`src/sv/bf3_pkg.sv`:
```
// shared types and constants of the 3x3 rgb box filter
// used by bf3_front, bf3_queue, bf3_back and box_filter_3x3_rgb_core
package bf3_pkg;

  // frame geometry
  localparam int unsigned MAX_WIDTH = 1024;
  localparam int unsigned ADDR_W    = $clog2(MAX_WIDTH);
  localparam int unsigned WIDTH_W   = 11;
  localparam int unsigned HEIGHT_W  = 13;
  localparam int unsigned ROW_W     = HEIGHT_W;
  localparam int unsigned CFG_W     = HEIGHT_W;

  // pixel layout: three 8-bit channels, red in the lowest bits
  localparam int unsigned CH_W   = 8;
  localparam int unsigned NUM_CH = 3;
  localparam int unsigned PIX_W  = CH_W * NUM_CH;
  // sum of one window column (three samples)
  localparam int unsigned COL_W  = CH_W + 2;

  localparam int unsigned QUEUE_DEPTH = 4;

  // configuration register indexes
  typedef enum logic [0:0] {
    REG_IMAGE_WIDTH  = 1'b0,
    REG_IMAGE_HEIGHT = 1'b1
  } bf3_reg_e;

  // input item kinds
  typedef enum logic [0:0] {
    FUNC_PIXEL = 1'b0,
    FUNC_FLUSH = 1'b1
  } bf3_func_e;

  // one classified item, passed from front to back
  typedef struct packed {
    logic [ADDR_W-1:0] addr;   // column in the line stores
    logic [PIX_W-1:0]  pix;    // incoming pixel
    logic              upd;    // shift window and touch line stores
    logic              drain;  // flushing: no store write, bottom row = middle
    logic              row1;   // second row: top row = middle
    logic              rs;     // row start: emit last pixel of previous row
    logic              eof;    // that row-start result closes the frame
    logic              nr;     // emit the result of the column left of center
    logic              col1;   // column one: left edge clamp
    logic              w1;     // frame one pixel wide
  } bf3_op_t;

  // column sums of all three channels
  typedef logic [NUM_CH-1:0][COL_W-1:0] bf3_colsum_t;

endpackage

```
`src/sv/bf3_queue.sv`:
```
// short fifo of classified items between front and back
// depends on bf3_pkg
module bf3_queue (
  input  logic             clk_i,
  input  logic             rst_ni,
  input  logic             push_i,
  input  bf3_pkg::bf3_op_t data_i,
  output logic             full_o,
  input  logic             pop_i,
  output logic             empty_o,
  output bf3_pkg::bf3_op_t data_o
);

  localparam int unsigned PTR_W = $clog2(bf3_pkg::QUEUE_DEPTH);

  bf3_pkg::bf3_op_t   entry_q [bf3_pkg::QUEUE_DEPTH];
  logic [PTR_W-1:0]   wr_ptr_q, wr_ptr_d;
  logic [PTR_W-1:0]   rd_ptr_q, rd_ptr_d;
  logic [PTR_W:0]     count_q, count_d;

  // pointer and fill count
  always_comb begin
    full_o   = count_q == (PTR_W+1)'(bf3_pkg::QUEUE_DEPTH);
    empty_o  = count_q == '0;
    data_o   = entry_q[rd_ptr_q];
    wr_ptr_d = push_i ? wr_ptr_q + PTR_W'(1) : wr_ptr_q;
    rd_ptr_d = pop_i ? rd_ptr_q + PTR_W'(1) : rd_ptr_q;
    count_d  = count_q;
    if (push_i && !pop_i) begin
      count_d = count_q + (PTR_W+1)'(1);
    end else if (pop_i && !push_i) begin
      count_d = count_q - (PTR_W+1)'(1);
    end
  end

  always_ff @(posedge clk_i or negedge rst_ni) begin
    if (!rst_ni) begin
      wr_ptr_q <= '0;
      rd_ptr_q <= '0;
      count_q  <= '0;
    end else begin
      wr_ptr_q <= wr_ptr_d;
      rd_ptr_q <= rd_ptr_d;
      count_q  <= count_d;
    end
  end

  // storage
  always_ff @(posedge clk_i) begin
    if (push_i) begin
      entry_q[wr_ptr_q] <= data_i;
    end
  end

endmodule

```
`config.mk`:
```
export PLATFORM = sky130hd
export DESIGN_NAME = bf3_queue
export DESIGN_NICKNAME = d
export VERILOG_FILES = /design/src/sv/bf3_pkg.sv /design/src/sv/bf3_queue.sv
export SDC_FILE = /design/constraint.sdc
export NUM_CORES = 1
export LEC_CHECK = 0
export ABC_AREA = 1
export BUFFER_PORTS_ARGS = -buffer_cell sky130_fd_sc_hd__buf_2
export CORE_MARGIN = 8
export CORE_UTILIZATION = 60
export DETAILED_ROUTE_END_ITERATION = 12
export GPL_ROUTABILITY_DRIVEN = 0
export PLACE_DENSITY = 0.82
export SLEW_MARGIN = 10
export SYNTH_ARGS = -nofsm -noshare
export SYNTH_HDL_FRONTEND = slang
export SYNTH_SLANG_ARGS = --single-unit
```
`constraint.sdc`:
```
create_clock -name clk_i -period 3.6 [get_ports clk_i]
set_clock_uncertainty 0.15 [all_clocks]
set_input_delay 0.36 -clock clk_i [delete_from_list [all_inputs] [get_ports clk_i]]
set_output_delay 0.36 -clock clk_i [all_outputs]
set_load 0.005 [all_outputs]
```
==> out/qor.log, run 1 <==
qor: status.status complete, no violations
qor: clocking.numCtsBuffers 17
qor: sta.slew_violations 0
qor: global_routing.grt_max_degree 153
qor: final_layout.insertedDiodeCount 0
qor: floorplanning.floorplan.die_area 0.0155 mm^2
qor: final_layout.layout_common_cells edfxtp_1 (168), nand2_1 (139), inv_1 (91)
qor: clocking.clock_path_buffers 2
qor: final_layout.final_layout_size_suffix_gt1_share 19.3%
qor: sta.max-slew-margin-rel 30.6%
qor: floorplanning.std_cell_rows 39
qor: route.post-route-drc-count 0
qor: clocking.root_buffer clkbuf_16
qor: min_path.worstHoldPathType input pin to flop
qor: critical_path.critPathMaxFanout 152
qor: yosys.syn-num-nets 590
qor: clocking.clk_pin_slew_worst_paths 60 ps
qor: route.routed_wirelength 13,500 um
qor: route.drtAntennaViolNets 0
qor: sta.hold_violations 0
qor: clocking.tritoncts_clock_tree yes
qor: yosys.largest_cells_by_area_after_synthesis edfxtp_1 (71%), o211ai_1 (8.9%), nand2_1 (7.4%)
qor: sta.max_freq 0.394 GHz
qor: critical_path.reg2reg_from wr_ptr_q[0]
qor: sta.rsz_0062_raised_after_global_routing no
qor: power_and_ir_drop.power_leakage 0.00334 uW
qor: clocking.insertion_delay 410 ps
qor: floorplanning.area_of_the_core 0.0115 mm^2
qor: clocking.postCtsResizedCells 0
qor: sta.layout_worst_path_cycle_share 70.6%
qor: yosys.synth_largest_type_area_fraction 71.2%
qor: route.wl_per_cell 17.3 um
qor: sta.fin_crit 2540 ps
qor: min_path.min_delay_path_depth 1
qor: yosys.synth.largest_area_cell edfxtp_1
qor: yosys.syn_inst 538
qor: global_routing.global_route.usage.total 17.4%
qor: yosys.yosysSeqAreaShare 73.7%
qor: placed_design.dpl-instance-area 0.00753 mm^2
qor: final_layout.final_area 0.00818 mm^2
qor: sta.worst_slew_pin_slew 1040 ps
qor: sta.setup_violations 0
qor: critical_path.setup.worst_path.class flop to output port
qor: critical_path.crit-reg2reg-capture entry_q[2][0]
qor: global_routing.antenna_found_initial 0
qor: critical_path.r2r_setup_slack 1540 ps
qor: placed_design.dp.final_hpwl 7690 um
qor: clocking.cts_sinks 175
qor: global_routing.global_route_total_overflow 0
qor: yosys.syn_area 0.00708 mm^2
qor: power_and_ir_drop.power-per-cell-area 813 mW/mm^2
qor: critical_path.worst_setup_path_startpoint rd_ptr_q[0]
qor: power_and_ir_drop.post-layout-total-power 6650 uW
qor: yosys.synth_cell_types 18
qor: power_and_ir_drop.irDropWorstVdd 0.525 mV
qor: final_layout.area.growth.synth_to_final 15.5%
qor: route.num_vias 4,134
qor: yosys.synth.avg_cell_area 13.2 um^2
qor: route.drt-pass1-iter-count 5
qor: floorplanning.overall_die_width 125 um
qor: critical_path.cp.arrival 2030 ps
qor: clocking.postCtsSetupRepairBufs 0
qor: global_routing.grt_pass1_wl 21,400 um
qor: critical_path.crit_required 3090 ps
qor: placed_design.port-buffer-count 89
qor: route.route.detailed.vias_per_inst 5.29
qor: global_routing.vias_in_the_first_global_route 4,333
qor: final_layout.layout_commonest_cell edfxtp_1
qor: route.detail_route.iter0.violations 344
qor: clocking.htreeDepth 4
qor: sta.setup_tns 0 ps
qor: min_path.hold_path_startpoint data_i[32]
qor: critical_path.worstSetupStartpointType flop
qor: yosys.ys_warn_count 0
qor: floorplanning.die_height 125 um
qor: final_layout.layout.nets 677
qor: floorplanning.pin_count 90
qor: final_layout.filler_cell_count 735
qor: job.max_cap_violations 0
qor: critical_path.rr_worst_depth 4
qor: yosys.flop_and_latch_count_out_of_synthesis 175
qor: min_path.worst_hold_path.endpoint entry_q[3][32]
qor: floorplanning.initial_utilization 61.8%
qor: critical_path.critical_path.endpoint_type output port
## metrics by stage
| step | worst slack, ps | instances | util, % | hold slack [ps] |
|---|---|---|---|---|
| finish | 1060 | 781 | 71.4 | 8.60 |
| global route | 952 | 781 | 71.4 | 0.206 |
| CTS | 1100 | 778 | 71.1 | 0.0609 |
| detailed placement | 1540 | 743 | 65.7 | 55.9 |
| global placement | 1590 | 743 | 65.7 | 48.1 |
| floorplan | 1560 | 538 | - | -85.6 |
## routing by layer
| layer | track usage, % | share of wire (%) | wire length (um) |
|---|---|---|---|
| met4 | 5.95 | 1.1 | 155 |
| met1 | 19.7 | 41 | 5530 |
| met2 | 30.9 | 53 | 7130 |
| met5 | 0 | 0 | 0 |
| met3 | 5.06 | 5.2 | 705 |
## critical path, cell delays in order (launching register included)
cell	delay, ps
dfrtp_4	560
buf_12	490
nand2_1	130
o211ai_1	130
nand2_1	90
buf_2	130
## layout make-up
class	count	area (um^2)	area share, %
clock buffers	25	475	5.81
clock inverters	7	114	1.39
multi-input cells	238	1300	15.8
flip-flops and latches	175	5230	63.9
inverters	96	360	4.40
repair buffers	97	533	6.51
well taps	143	179	2.19
## synth_stat cells
| master | instances |
|---|---|
| nand4_1 | 1 |
| edfxtp_1 | 168 |
| xor2_1 | 3 |
| inv_2 | 1 |
| buf_6 | 9 |
| inv_1 | 95 |
| dfrtp_1 | 7 |
| buf_4 | 3 |
| o21ai_1 | 1 |
| xnor2_1 | 1 |
| buf_2 | 14 |
| clkbuf_1 | 3 |
| o211ai_1 | 84 |
| ha_1 | 5 |
| nand3_1 | 1 |
| nor3_1 | 2 |
| fa_1 | 1 |
| nand2_1 | 139 |
## worst max-delay path by stage
| stage | to | slack [ps] | depth (start not counted) |
|---|---|---|---|
| after detailed placement | data_o[19] | 1540 | 5 |
| after CTS | data_o[18] | 1100 | 5 |
| after global placement | data_o[38] | 1590 | 5 |
| after floorplan | entry_q[2][0] | 1560 | 4 |
| after global routing | data_o[3] | 950 | 5 |
| final | data_o[8] | 1060 | 5 |
## report_power, final
group | switching (uW) | leakage [uW] | internal, uW
clock | 698 | 0.000279 | 1130
combinational | 1280 | 0.00144 | 706
sequential | 151 | 0.00162 | 2680
total | 2130 | 0.00334 | 4520
## cell families after synthesis
family | Yosys count | synth area share (%)
compound gates | 85 | 8.98
fa+ha+maj | 6 | 1.17
buf+inv | 125 | 7.99
flops | 175 | 73.7
xor+xnor | 4 | 0.495
simple gates | 143 | 7.67
## state kept, by name, summed over array words and instances (netlist names)
name,cells
rd_ptr_q,2
wr_ptr_q,2
entry_q,168
count_q,3
## timing repair
item	4_1_cts	5_1_grt
hold endpoints to repair	15	8
hold buffers	3	3
endpoints found under the setup margin	0	0
No activity file was read; power rests on OpenSTA's default activity.
==> run 2, diff against run 1 <==
--- a/config.mk
+++ b/config.mk
@@ -8,10 +8,10 @@
 export ABC_AREA = 1
 export BUFFER_PORTS_ARGS = -buffer_cell sky130_fd_sc_hd__buf_2
 export CORE_MARGIN = 8
-export CORE_UTILIZATION = 60
+export CORE_UTILIZATION = 57
 export DETAILED_ROUTE_END_ITERATION = 12
 export GPL_ROUTABILITY_DRIVEN = 0
-export PLACE_DENSITY = 0.82
+export PLACE_DENSITY = 0.79
 export SLEW_MARGIN = 10
 export SYNTH_ARGS = -nofsm -noshare
 export SYNTH_HDL_FRONTEND = slang
==> constraint.sdc (replaced) <==
create_clock -name clk_i -period 2.6 [get_ports clk_i]
set_clock_uncertainty 0.15 [all_clocks]
set_input_delay 0.26 -clock clk_i [delete_from_list [all_inputs] [get_ports clk_i]]
set_output_delay 0.26 -clock clk_i [all_outputs]
set_load 0.005 [all_outputs]
==> out/qor.log, run 2 (synthesis gave the netlist of run 1 again) <==
qor: status.status complete, no violations [unchanged]
qor: power_and_ir_drop.power-per-cell-area 1080 mW/mm^2 [was 813 mW/mm^2]
qor: final_layout.filler_cell_count 766 [was 735]
qor: clocking.tritoncts_clock_tree yes [unchanged]
qor: floorplanning.area_of_the_core 0.0121 mm^2 [was 0.0115 mm^2]
qor: critical_path.cp.arrival 1930 ps [was 2030 ps]
qor: critical_path.setup.worst_path.class flop to output port [unchanged]
qor: sta.rsz_0062_raised_after_global_routing no [unchanged]
qor: route.post-route-drc-count 0 [unchanged]
qor: floorplanning.overall_die_width 127 um [was 125 um]
qor: clocking.numCtsBuffers 17 [unchanged]
qor: sta.fin_crit 2340 ps
qor: clocking.clock_path_buffers 2 [unchanged]
qor: route.num_vias 4,373 [was 4,134]
qor: global_routing.vias_in_the_first_global_route 4,564 [was 4,333]
qor: critical_path.crit_path_frequent_cell nand2_1 [unchanged]
qor: floorplanning.pin_count 90 [unchanged]
qor: global_routing.global_route.usage.total 18.2% [was 17.4%]
qor: final_layout.insertedDiodeCount 0 [unchanged]
qor: power_and_ir_drop.irDropWorstVdd 0.601 mV [was 0.525 mV]
qor: global_routing.grt_pass1_wl 22,700 um [was 21,400 um]
qor: clocking.clk_pin_slew_worst_paths 60 ps [about the same]
qor: sta.layout_worst_path_cycle_share 90.0%
qor: sta.max_freq 0.427 GHz
qor: final_layout.layout_commonest_cell edfxtp_1 [unchanged]
qor: global_routing.global_route_total_overflow 0 [unchanged]
qor: critical_path.crit_required 2190 ps [was 3090 ps]
qor: route.route.detailed.vias_per_inst 5.11 [was 5.29]
qor: sta.max-slew-margin-rel 64.6% [was 30.6%]
qor: power_and_ir_drop.power_leakage 0.00360 uW [was 0.00334 uW]
qor: floorplanning.die_height 127 um [was 125 um]
qor: sta.setup_violations 0 [unchanged]
qor: clocking.root_buffer clkbuf_16 [unchanged]
qor: route.detail_route.iter0.violations 330 [was 344]
qor: final_layout.seqCellArea 0.00523 mm^2 [unchanged]
qor: critical_path.worstSetupStartpointType flop [unchanged]
qor: placed_design.cell_count_after_placement 779 [was 743]
qor: global_routing.grt_max_degree 56 [was 153]
qor: clocking.cts_sinks 175 [unchanged]
qor: final_layout.registers.top_by_ff_count entry_q [unchanged]
qor: floorplanning.floorplan.die_area 0.0162 mm^2 [was 0.0155 mm^2]
qor: final_layout.final_layout_size_suffix_gt1_share 19.8% [was 19.3%]
qor: route.drtAntennaViolNets 0 [unchanged]
qor: route.routed_wirelength 14,200 um [was 13,500 um]
qor: critical_path.worst-path-buf-inv 2 [unchanged]
qor: critical_path.critical_path.endpoint_type output port [unchanged]
qor: sta.hold_violations 0 [unchanged]
qor: final_layout.postLayoutCoreUtil 72.6% [was 71.4%]
qor: final_layout.largest_register_ff_count 168 [unchanged]
qor: critical_path.maximum_single_stage_delay_on_the_critical_path 740 ps [was 560 ps]
qor: route.wl_per_cell 16.6 um [was 17.3 um]
qor: critical_path.cp_top_family flip-flops [was buffers and inverters]
qor: critical_path.crit_path_cell_trace buf_12 -> nand2_1 -> o211ai_1 -> nand2_1 -> buf_2 [unchanged]
qor: sta.slew_violations 0 [unchanged]
qor: global_routing.antenna_found_initial 0 [unchanged]
qor: placed_design.dp.final_hpwl 8770 um [was 7690 um]
qor: floorplanning.std_cell_rows 40 [was 39]
qor: final_layout.layout.nets 727 [was 677]
qor: clocking.htreeDepth 4 [unchanged]
qor: final_layout.area.growth.synth_to_final 23.6% [was 15.5%]
qor: final_layout.layout_common_cells edfxtp_1 (168), nand2_1 (139), inv_1 (91) [unchanged]
qor: floorplanning.initial_utilization 58.7% [was 61.8%]
qor: critical_path.critical_path.slowest_cell dfrtp_4 [unchanged]
qor: clocking.insertion_delay 410 ps [about the same]
qor: critical_path.critPathMaxFanout 46 [was 152]
qor: sta.setup_tns 0 ps [unchanged]
qor: placed_design.port-buffer-count 89 [unchanged]
qor: route.drt-pass1-iter-count 5 [unchanged]
qor: min_path.worstHoldPathType input pin to asynchronous set/reset pin [was input pin to flop]
qor: job.max_cap_violations 0 [unchanged]
qor: final_layout.finalNonFillerCells 856 [was 781]
qor: sta.worst_slew_pin_slew 531 ps [was 1040 ps]
qor: final_layout.layout_top_registers entry_q (168), count_q (3) [unchanged]
qor: final_layout.multi_input_comb_area 0.00130 mm^2 [unchanged]
qor: clocking.postCtsSetupRepairBufs 0 [unchanged]
[run 2: final timing paths]
| check | startpoint | end | slack (ps) | cells after the start |
|---|---|---|---|---|
| min in group clk_i | count_q[2] | count_q[2] | 370 | 2 |
| setup reg to reg | wr_ptr_q[1] | entry_q[1][16] | 730 | 5 |
| hold / removal | rst_ni | wr_ptr_q[1] | 60 | 2 |
| setup / recovery | rd_ptr_q[0] | data_o[8] | 260 | 5 |
| max in group asynchronous | rst_ni | rd_ptr_q[0] | 2060 | 2 |
| hold reg to reg | count_q[2] | count_q[2] | 370 | 2 |
[run 2: metal layers]
metal	vias to the layer above	wire length (um)	GRT usage (%)
met5	-	0	0
met4	0	214	7.49
met3	18	836	3.83
met2	153	7310	32.3
met1	2075	5870	21.1
li1	2127	-	-
[run 2: through the flow]
stage | hold WS, ps | power (uW) | setup slack (ps) | cell area (um^2)
3_5_place_dp | -48.0 | 6940 | 711 | 7710
3_3_place_gp | -50.5 | 6800 | 770 | 7710
2_1_floorplan | -186 | 5820 | 555 | 7080
6_report | 57.6 | 9460 | 260 | 8760
5_1_grt | 59.8 | 9970 | 110 | 8760
4_1_cts | 40.2 | 9530 | 238 | 8760
[run 2: timing repair]
item / CTS / global route
hold endpoints to repair: 179 / 0
resized for setup: 0 / 0
hold buffers: 45 / 0
[run 2: cell type report]
cell class	count	share of cell area, %
clock buffer	25	5.54
timing repair buffer	147	12.2
multi-input combinational	238	14.8
clock inverter	7	1.26
inverter	96	4.12
tap	168	2.40
sequential	175	59.7
[run 2: report_power, final]
group          leakage, uW  internal (uW)  switching [uW]  total (uW)
clock             0.000295           1580             957        2540
combinational      0.00168           1160            1790        2950
sequential         0.00162           3700             270        3970
total              0.00360           6440            3010        9460
