[src/sv/bf3_pkg.sv]
// shared types and constants of the 3x3 rgb box filter
// used by bf3_front, bf3_queue, bf3_back and box_filter_3x3_rgb_core
package bf3_pkg;

  // frame geometry
  localparam int unsigned MAX_WIDTH = 1024;
  localparam int unsigned ADDR_W    = $clog2(MAX_WIDTH);
  localparam int unsigned WIDTH_W   = 11;
  localparam int unsigned HEIGHT_W  = 13;
  localparam int unsigned ROW_W     = HEIGHT_W;
  localparam int unsigned CFG_W     = HEIGHT_W;

  // pixel layout: three 8-bit channels, red in the lowest bits
  localparam int unsigned CH_W   = 8;
  localparam int unsigned NUM_CH = 3;
  localparam int unsigned PIX_W  = CH_W * NUM_CH;
  // sum of one window column (three samples)
  localparam int unsigned COL_W  = CH_W + 2;

  localparam int unsigned QUEUE_DEPTH = 4;

  // configuration register indexes
  typedef enum logic [0:0] {
    REG_IMAGE_WIDTH  = 1'b0,
    REG_IMAGE_HEIGHT = 1'b1
  } bf3_reg_e;

  // input item kinds
  typedef enum logic [0:0] {
    FUNC_PIXEL = 1'b0,
    FUNC_FLUSH = 1'b1
  } bf3_func_e;

  // one classified item, passed from front to back
  typedef struct packed {
    logic [ADDR_W-1:0] addr;   // column in the line stores
    logic [PIX_W-1:0]  pix;    // incoming pixel
    logic              upd;    // shift window and touch line stores
    logic              drain;  // flushing: no store write, bottom row = middle
    logic              row1;   // second row: top row = middle
    logic              rs;     // row start: emit last pixel of previous row
    logic              eof;    // that row-start result closes the frame
    logic              nr;     // emit the result of the column left of center
    logic              col1;   // column one: left edge clamp
    logic              w1;     // frame one pixel wide
  } bf3_op_t;

  // column sums of all three channels
  typedef logic [NUM_CH-1:0][COL_W-1:0] bf3_colsum_t;

endpackage

[src/sv/bf3_front.sv]
// front end: configuration registers, frame position counters and item classification
// depends on bf3_pkg
module bf3_front (
  input  logic                       clk_i,
  input  logic                       rst_ni,
  input  logic                       cfg_we_i,
  input  logic [0:0]                 cfg_addr_i,
  input  logic [bf3_pkg::CFG_W-1:0]  cfg_wdata_i,
  input  logic                       in_valid_i,
  output logic                       in_ready_o,
  input  logic                       in_func_i,
  input  logic [bf3_pkg::PIX_W-1:0]  in_pix_i,
  input  logic                       q_full_i,
  output logic                       push_o,
  output bf3_pkg::bf3_op_t           op_o
);

  logic [bf3_pkg::WIDTH_W-1:0]  width_q;
  logic [bf3_pkg::HEIGHT_W-1:0] height_q;
  logic [bf3_pkg::ADDR_W-1:0]   col_q, col_d;
  logic [bf3_pkg::ROW_W-1:0]    row_q, row_d;

  logic [bf3_pkg::WIDTH_W-1:0]  w_eff;
  logic [bf3_pkg::HEIGHT_W-1:0] h_eff;
  logic [bf3_pkg::ADDR_W-1:0]   col;
  logic [bf3_pkg::WIDTH_W-1:0]  col_next;
  logic                         draining;
  logic                         accept;
  logic                         ignore;
  logic                         row_start;
  logic                         eof;

  // configuration writes
  always_ff @(posedge clk_i or negedge rst_ni) begin
    if (!rst_ni) begin
      width_q  <= bf3_pkg::WIDTH_W'(1024);
      height_q <= bf3_pkg::HEIGHT_W'(1024);
    end else if (cfg_we_i) begin
      case (bf3_pkg::bf3_reg_e'(cfg_addr_i))
        bf3_pkg::REG_IMAGE_WIDTH:  width_q  <= cfg_wdata_i[bf3_pkg::WIDTH_W-1:0];
        bf3_pkg::REG_IMAGE_HEIGHT: height_q <= cfg_wdata_i[bf3_pkg::HEIGHT_W-1:0];
        default: ;
      endcase
    end
  end

  // clamp the geometry into the supported range
  always_comb begin
    if (width_q == '0) begin
      w_eff = bf3_pkg::WIDTH_W'(1);
    end else if (width_q > bf3_pkg::WIDTH_W'(bf3_pkg::MAX_WIDTH)) begin
      w_eff = bf3_pkg::WIDTH_W'(bf3_pkg::MAX_WIDTH);
    end else begin
      w_eff = width_q;
    end
    h_eff = (height_q == '0) ? bf3_pkg::HEIGHT_W'(1) : height_q;
  end

  // classify the incoming item
  always_comb begin
    col       = ({1'b0, col_q} >= w_eff) ? '0 : col_q;
    draining  = row_q >= h_eff;
    accept    = in_valid_i && in_ready_o;
    ignore    = !draining && (in_func_i == bf3_pkg::FUNC_FLUSH);
    row_start = (col == '0) && (row_q >= bf3_pkg::ROW_W'(2));
    eof       = draining && ({1'b0, row_q} >= ({1'b0, h_eff} + 14'd1));
    col_next  = {1'b0, col} + bf3_pkg::WIDTH_W'(1);

    op_o.addr  = col;
    op_o.pix   = in_pix_i;
    op_o.upd   = !(row_start && eof);
    op_o.drain = draining;
    op_o.row1  = row_q == bf3_pkg::ROW_W'(1);
    op_o.rs    = row_start;
    op_o.eof   = eof;
    op_o.nr    = (col != '0) && (row_q != '0);
    op_o.col1  = col == bf3_pkg::ADDR_W'(1);
    op_o.w1    = w_eff == bf3_pkg::WIDTH_W'(1);

    in_ready_o = !q_full_i;
    push_o     = accept && !ignore;

    // frame position of the next item
    col_d = col_q;
    row_d = row_q;
    if (accept && !ignore) begin
      if (row_start && eof) begin
        col_d = '0;
        row_d = '0;
      end else if (col_next >= w_eff) begin
        col_d = '0;
        row_d = row_q + bf3_pkg::ROW_W'(1);
      end else begin
        col_d = col_next[bf3_pkg::ADDR_W-1:0];
      end
    end else if (accept) begin
      col_d = col;
    end
  end

  always_ff @(posedge clk_i or negedge rst_ni) begin
    if (!rst_ni) begin
      col_q <= '0;
      row_q <= '0;
    end else begin
      col_q <= col_d;
      row_q <= row_d;
    end
  end

endmodule

[config.mk]
export PLATFORM = sky130hd
export DESIGN_NAME = bf3_front
export DESIGN_NICKNAME = d
export VERILOG_FILES = /design/src/sv/bf3_pkg.sv /design/src/sv/bf3_front.sv
export SDC_FILE = /design/constraint.sdc
export NUM_CORES = 1
export LEC_CHECK = 0
export BUFFER_PORTS_ARGS = -buffer_cell sky130_fd_sc_hd__buf_2
export CORE_UTILIZATION = 51
export CTS_CLUSTER_SIZE = 10
export DETAILED_ROUTE_END_ITERATION = 10
export HOLD_SLACK_MARGIN = 0.15
export PLACE_DENSITY = 0.78
export SYNTH_ARGS = -nofsm -noshare
export SYNTH_HDL_FRONTEND = slang
export SYNTH_SLANG_ARGS = --single-unit
[constraint.sdc]
create_clock -name clk_i -period 4.78 [get_ports clk_i]
set_input_delay 0 -clock clk_i [delete_from_list [all_inputs] [get_ports clk_i]]
set_output_delay 0 -clock clk_i [all_outputs]
set_load 0.01 [all_outputs]
==> results of run 1 <==
-- cells in the final DEF, fill, tap and decap left out, drive strengths merged, types with 7 or more instances in the layout --
master | netlist | final
xnor2 | 16 | 16
mux2 | 22 | 22
and3 | 7 | 7
nor4 | 8 | 8
nand3 | 22 | 22
ha | 56 | 56
a21oi | 21 | 21
nand2 | 26 | 26
nor2b | 8 | 8
nor2 | 25 | 25
mux2i | 9 | 9
o21bai | 9 | 9
dlygate4sd3 | 0 | 41
inv | 33 | 33
dfrtp | 45 | 45
buf | 34 | 87
o21ai | 25 | 25
-- metrics by stage --
stage | power, uW | setup slack (ns) | hold slack, ns | std cells
finish | 2120 | -0.259 | 0.222 | 659
global route | 2250 | -0.400 | 0.274 | 659
floorplan | 1220 | 0.0121 | -0.296 | 466
global placement | 1500 | -0.0166 | 0.0000686 | 593
CTS | 1930 | -0.0771 | 0.202 | 649
detailed placement | 1530 | -0.285 | 0.0000686 | 593
-- worst max-delay path: stages, from the launching register on --
cell	delay [ns]
dfrtp_1	0.42
nor4_2	0.26
nand3_1	0.15
a21oi_2	0.19
ha_1	0.26
nand2b_1	0.14
a211o_1	0.30
a221oi_4	0.33
o21ai_2	0.13
inv_2	0.11
ha_4	0.15
buf_6	0.10
and3_4	0.19
nand2_1	0.11
a21oi_2	0.19
ha_1	0.27
nand4_1	0.11
nor2_1	0.05
or4_1	0.52
o22ai_2	0.18
buf_4	0.14
nand2b_1	0.06
or4b_4	0.49
o311ai_2	0.08
-- layer usage --
layer | up-vias | wire length (um)
met5 | - | 0
met4 | 0 | 284
met3 | 26 | 773
met2 | 194 | 6060
met1 | 1912 | 5030
li1 | 1854 | -
-- path summary, 6_finish.rpt --
kind                                   startpoint                       to  slack [ns]  cells past startpoint
setup / recovery           width_q[1]$_DFFE_PN0P_     col_q[6]$_DFFE_PN0P_       -0.26                     23
hold / removal                           q_full_i     col_q[2]$_DFFE_PN0P_        0.22                      5
setup reg to reg           width_q[1]$_DFFE_PN0P_     col_q[6]$_DFFE_PN0P_       -0.26                     23
hold reg to reg            width_q[6]$_DFFE_PN0P_   width_q[6]$_DFFE_PN0P_        0.57                      1
max in group asynchronous                  rst_ni  height_q[2]$_DFFE_PN0P_        3.70                      2
min in group asynchronous                  rst_ni   width_q[1]$_DFFE_PN0P_        0.42                      2
-- registers in the layout, summed over array words and instances (netlist names) --
name	flops
col_q	10
height_q	13
row_q	13
width_q	11
-- logic make-up after synthesis --
| group | Yosys count | synth area share, % |
|---|---|---|
| AO/OA/AOI/OAI | 105 | 17.9 |
| XOR/XNOR | 16 | 3.30 |
| adder cells (fa/ha/maj) | 56 | 16.5 |
| buffers and inverters | 78 | 9.75 |
| flip-flops | 47 | 27.8 |
| multiplexers | 31 | 7.96 |
| AND/OR/NAND/NOR | 133 | 16.8 |
-- cell type report --
class                      count  area share (%)
tap                          102            2.35
clock inverter                 2           0.644
sequential                    47            21.7
timing repair buffer         128            18.6
inverter                      33            2.28
clock buffer                   6            1.52
multi-input combinational    341            53.0
-- power breakdown --
| part | switching, uW | internal (uW) |
|---|---|---|
| clock network | 151 | 170 |
| registers | 125 | 474 |
| logic | 634 | 571 |
| total | 910 | 1210 |
-- timing repair --
item / 4_1_cts / 5_1_grt
pin swaps: 12 / 14
hold buffers: 41 / 0
resized for setup: 9 / 41
setup endpoints to repair: 22 / 23
setup buffers: 7 / 11
endpoints found under the hold margin: 94 / 0
==> run_results.csv, run 1 <==
group,metric,value,unit
placement,dp_hpwl,8040,um
synth,syn_area_per_cell,9.11,um^2
drt,first_iter_violations,229,
final_layout,n_antenna_cell,0,
grt,grt.met3_usage,4.47,%
min_path,hold_path_class,"in -> reg",
worst_setup_path,path_class,"reg -> reg",
grt,use_met1,34.7,%
synth,syn-instance-count,466,
drt,antenna_left,0,
drt,avgViaCountPerCell,6.05,
final_layout,nFillCells,566,
synth,synth_nets,566,
grt,grt_usage,27.0,%
synth,syn_area,4250,um^2
floorplan,die-width,93.3,um
sta,min_period_over_period,105,%
sta,timing.final.max_slew_violations,0,
drt,vias,3986,
drt,post_drt_wl_per_cell,18.4,um
clock_network,cts_tree,"built",
floorplan,initial_core_util,53.8,%
synth,yosys.area.top_type,"dfrtp_1",
final_layout,seqCellArea,1180,um^2
worst_setup_path,crit_path_end_kind,"flop",
run,max_cap_viol_count,0,
sta,fin_setup_tns,-2.70,ns
drt,drt_first_pass_iters,5,
floorplan,ioPinCount,88,
clock_network,clkTransAtPathRegs,0.11,ns
synth,ys_warn_count,0,
final_layout,layout-drive-gt1-share,29.8,%
clock_network,clkSinkCount,47,
worst_setup_path,cp.required,5.01,ns
synth,synthMostInstantiatedCell,"ha_1",
synth,yosysUniqueCellTypes,66,
sta,fin_skew,0.0252,ns
sta,finalSetupViolations,21,
synth,async_flop_share,100,%
grt,grt-ovfl-total,0,
synth,synth-edff-count,0,
final_layout,multi_input_area,2880,um^2
clock_network,htreeDepth,2,
grt,antenna_found_initial,0,
power,p_per_area,390,nW/um^2
sta,grt_setup_unrepaired,"yes",
floorplan,num_rows,32,
sta,max_slew_margin,28.8,%
grt,grt_max_degree,48,
grt,busiest_layer,"met2",
sta,fin_ws,-0.259,ns
placement,place_congestion,0.885,
floorplan,dieHeight,93.3,um
synth,ys_ff_latch,47,
sta,hold_viol_final,0,
synth,synth_ff_type,"dfrtp_1",
placement,port_buffers,39,
drt,routed_wl,12100,um
power,irDropWorstVdd,0.216,mV
clock_network,cts_root_buf,"clkbuf_8",
floorplan,coreArea,7890,um^2
grt,met2_usage,46.1,%
synth,synth_common_cells,"56 x ha_1, 45 x dfrtp_1, 33 x inv_1, 27 x buf_4, 26 x nand2_1",
placement,placed_cell_area,4550,um^2
final_layout,fin_nets,656,
sta,tightest_slew,1.07,ns
outcome,outcome,"finished with violations",
worst_setup_path,path_max_fanout,3,
worst_setup_path,critPathLaunchType,"flop",
drt,drcViolationCount,0,
grt,grt_pass1_wl,18400,um
synth,ys_seq_area_share,27.8,%
outcome,violations,"setup timing",
clock_network,clockBufferDepth,2,
sta,period_needed,5.04,ns
final_layout,final_util,69.0,%
power,p_leak,0.00242,uW
floorplan,dieArea,8700,um^2
worst_setup_path,cp_data_arrival_time,5.27,ns
final_layout,areaGrowthSynthToFinish,28.1,%
synth,synthTopCellsByArea,"dfrtp_1 27%, ha_1 16%, mux2_2 5.8%, buf_4 4.8%, xnor2_1 3.3%",
synth,synth_top_area_share,26.5,%
clock_network,clock_latency,0.32,ns
clock_network,cts_buffers,5,
sta,fmaxAchievable,0.198,GHz
grt,grt_pass1_vias,3864,
final_layout,final_area,5440,um^2
(Power assumes the default switching activity.)
==> run 2: changes to the inputs <==
--- a/config.mk
+++ b/config.mk
@@ -6,11 +6,12 @@
 export NUM_CORES = 1
 export LEC_CHECK = 0
 export BUFFER_PORTS_ARGS = -buffer_cell sky130_fd_sc_hd__buf_2
-export CORE_UTILIZATION = 51
+export CORE_UTILIZATION = 52
+export CTS_BUF_LIST = sky130_fd_sc_hd__clkbuf_8
 export CTS_CLUSTER_SIZE = 10
 export DETAILED_ROUTE_END_ITERATION = 10
 export HOLD_SLACK_MARGIN = 0.15
-export PLACE_DENSITY = 0.78
+export PLACE_DENSITY = 0.79
 export SYNTH_ARGS = -nofsm -noshare
 export SYNTH_HDL_FRONTEND = slang
 export SYNTH_SLANG_ARGS = --single-unit
==> run_results.csv, run 2 (same netlist as run 1, synthesis figures left out) <==
group,metric,value,unit
outcome,outcome,"finished with violations",
outcome,violations,"setup timing",
worst_setup_path,path_cells,"nor4_2 > nand3_1 > a21oi_2 > ha_1 > nand2b_4 > a211o_1 > a221oi_4 > o21ai_2 > inv_2 > ha_4 > buf_6 > and3_4 > nand3_4 > nand2_2 > a21oi_2 > ha_1 > nand4_1 > nor2_1 > or4_1 > o22ai_2 > buf_6 > buf_6 > nand3b_1 > o31ai_2",
power,finalPower,2160,uW
grt,grt_usage,26.7,%
drt,avgViaCountPerCell,6.18,
final_layout,fin_nets,654,
worst_setup_path,path_max_fanout,7,
floorplan,coreArea,7810,um^2
grt,grt-ovfl-total,0,
final_layout,reg_top3,"height_q: 13 flops, row_q: 13 flops, width_q: 11 flops",
final_layout,final_cell_mix,"51 x ha_1, 45 x dfrtp_1, 41 x dlygate4sd3_1",
grt,grt_pass1_vias,3825,
worst_setup_path,slowest_stage,"or4_1",
final_layout,final_area,5470,um^2
run,max_cap_viol_count,0,
final_layout,layout_commonest_cell,"ha_1",
sta,max_slew_margin,28.9,%
drt,first_iter_violations,347,
grt,antenna_found_initial,0,
worst_setup_path,cp_common_cell,"buf_6",
final_layout,seqCellArea,1180,um^2
grt,grt_max_degree,48,
worst_setup_path,max_stage_delay,0.48,ns
clock_network,cts_tree,"built",
sta,finalSetupViolations,18,
clock_network,cts_buffers,5,
worst_setup_path,path_buf_inv,4,
min_path,hold_path_class,"in -> reg",
worst_setup_path,critPathLaunchType,"flop",
worst_setup_path,rrSetupSlack,-0.13,ns
sta,timing.final.max_slew_violations,0,
final_layout,multi_input_area,2950,um^2
sta,fin_setup_tns,-1.27,ns
sta,fin_ws,-0.127,ns
final_layout,n_antenna_cell,0,
min_path,hold_end,"width_q[10]$_DFFE_PN1P_",
floorplan,dieHeight,92.4,um
worst_setup_path,crit_family,"simple AND/OR/NAND/NOR gates",
floorplan,dieArea,8530,um^2
sta,hold_viol_final,0,
sta,grt_setup_unrepaired,"yes",
sta,tightest_slew,1.07,ns
clock_network,cts_root_buf,"clkbuf_8",
min_path,min_path_cells,3,
floorplan,ioPinCount,88,
sta,min_period_over_period,103,%
clock_network,htreeDepth,2,
worst_setup_path,path_class,"reg -> reg",
placement,dp_hpwl,8070,um
sta,fmaxAchievable,0.204,GHz
floorplan,initial_core_util,54.4,%
drt,routed_wl,12400,um
clock_network,clkSinkCount,47,
drt,drt_first_pass_iters,5,
placement,place_congestion,0.940,
placement,port_buffers,39,
sta,period_needed,4.91,ns
worst_setup_path,worst-r2r-cell-count,24,
worst_setup_path,rr_endpoint,"col_q[5]$_DFFE_PN0P_",
floorplan,num_rows,32,
sta,fin_skew,0.0157,ns
drt,drcViolationCount,0,
power,p_per_area,395,nW/um^2
worst_setup_path,cp_data_arrival_time,5.13,ns
min_path,hold_start,"cfg_addr_i",
clock_network,clkTransAtPathRegs,0.11,ns
final_layout,final_util,70.1,%
worst_setup_path,cp.required,5.00,ns
final_layout,nFillCells,561,
final_layout,areaGrowthSynthToFinish,28.8,%
drt,vias,4059,
worst_setup_path,crit_path_end_kind,"flop",
floorplan,die-width,92.4,um
final_layout,layout-drive-gt1-share,30.8,%
placement,dp_slack,-0.222,ns
grt,grt_pass1_wl,18100,um
power,p_leak,0.00242,uW
drt,post_drt_wl_per_cell,18.9,um
placement,placed_cell_area,4560,um^2
clock_network,clock_latency,0.32,ns
clock_network,clockBufferDepth,2,
drt,antenna_left,0,
worst_setup_path,r2r_start,"width_q[9]$_DFFE_PN0P_",
power,irDropWorstVdd,0.210,mV
run 2: cell count changes in the layout (fill, tap and decap cells not counted), sizes merged:
cell,delta
buf,-2
clkbuf,-1
clkinv,-1
clkinvlp,+1
inv,+1
run 2: area by class of cell:
type / instances / area share (%)
tap: 102 / 2.33
inverter: 33 / 2.26
clock inverter: 3 / 0.846
multi-input combinational: 341 / 53.9
clock buffer: 5 / 1.26
sequential: 47 / 21.5
timing repair buffer: 126 / 17.9
run 2: what timing repair did:
action	4_1_cts	5_1_grt
setup endpoints to repair	18	23
gates resized for setup	10	44
endpoints found under the hold margin	94	0
buffers inserted	7	8
pin swaps	13	22
gates cloned	0	1
hold buffers	41	0
run 2: worst max path at each step:
stage                                 startpoint              endpoint  slack, ns  cells past startpoint
after floorplan           width_q[9]$_DFFE_PN0P_  col_q[6]$_DFFE_PN0P_       0.01                     22
after global placement    width_q[9]$_DFFE_PN0P_  row_q[7]$_DFFE_PN0P_     -0.007                     23
after detailed placement  width_q[9]$_DFFE_PN0P_  row_q[7]$_DFFE_PN0P_      -0.22                     23
after CTS                 width_q[2]$_DFFE_PN0P_  row_q[7]$_DFFE_PN0P_      -0.02                     23
after global routing      width_q[9]$_DFFE_PN0P_  col_q[5]$_DFFE_PN0P_      -0.34                     23
final                     width_q[9]$_DFFE_PN0P_  col_q[5]$_DFFE_PN0P_      -0.13                     24
run 2: where the power goes:
part           switching [uW]  total (uW)  internal [uW]
Sequential                122         596            474
Combinational             666        1250            583
Clock                     157         315            158
Total                     945        2160           1210
run 2: per-layer routing:
layer,global-route usage [%],up-vias,routed length [um]
met3,5.01,44,957
met5,0,-,0
met4,6.77,0,355
met2,47.1,230,6220
li1,-,1854,-
met1,33.3,1931,4910
run 2: stage by stage:
| step | hold WS (ns) | std cells |
|---|---|---|
| 6_report | 0.226 | 657 |
| 5_1_grt | 0.243 | 657 |
| 4_1_cts | 0.189 | 649 |
| 3_5_place_dp | 0.0000749 | 593 |
| 3_3_place_gp | 0.0000749 | 593 |
| 2_1_floorplan | -0.296 | 466 |
run 2: tightest hold or removal path, stage by stage:
cell and delay [ns]:
buf_2 0.09, nor2b_1 0.18, o21ai_0 0.23
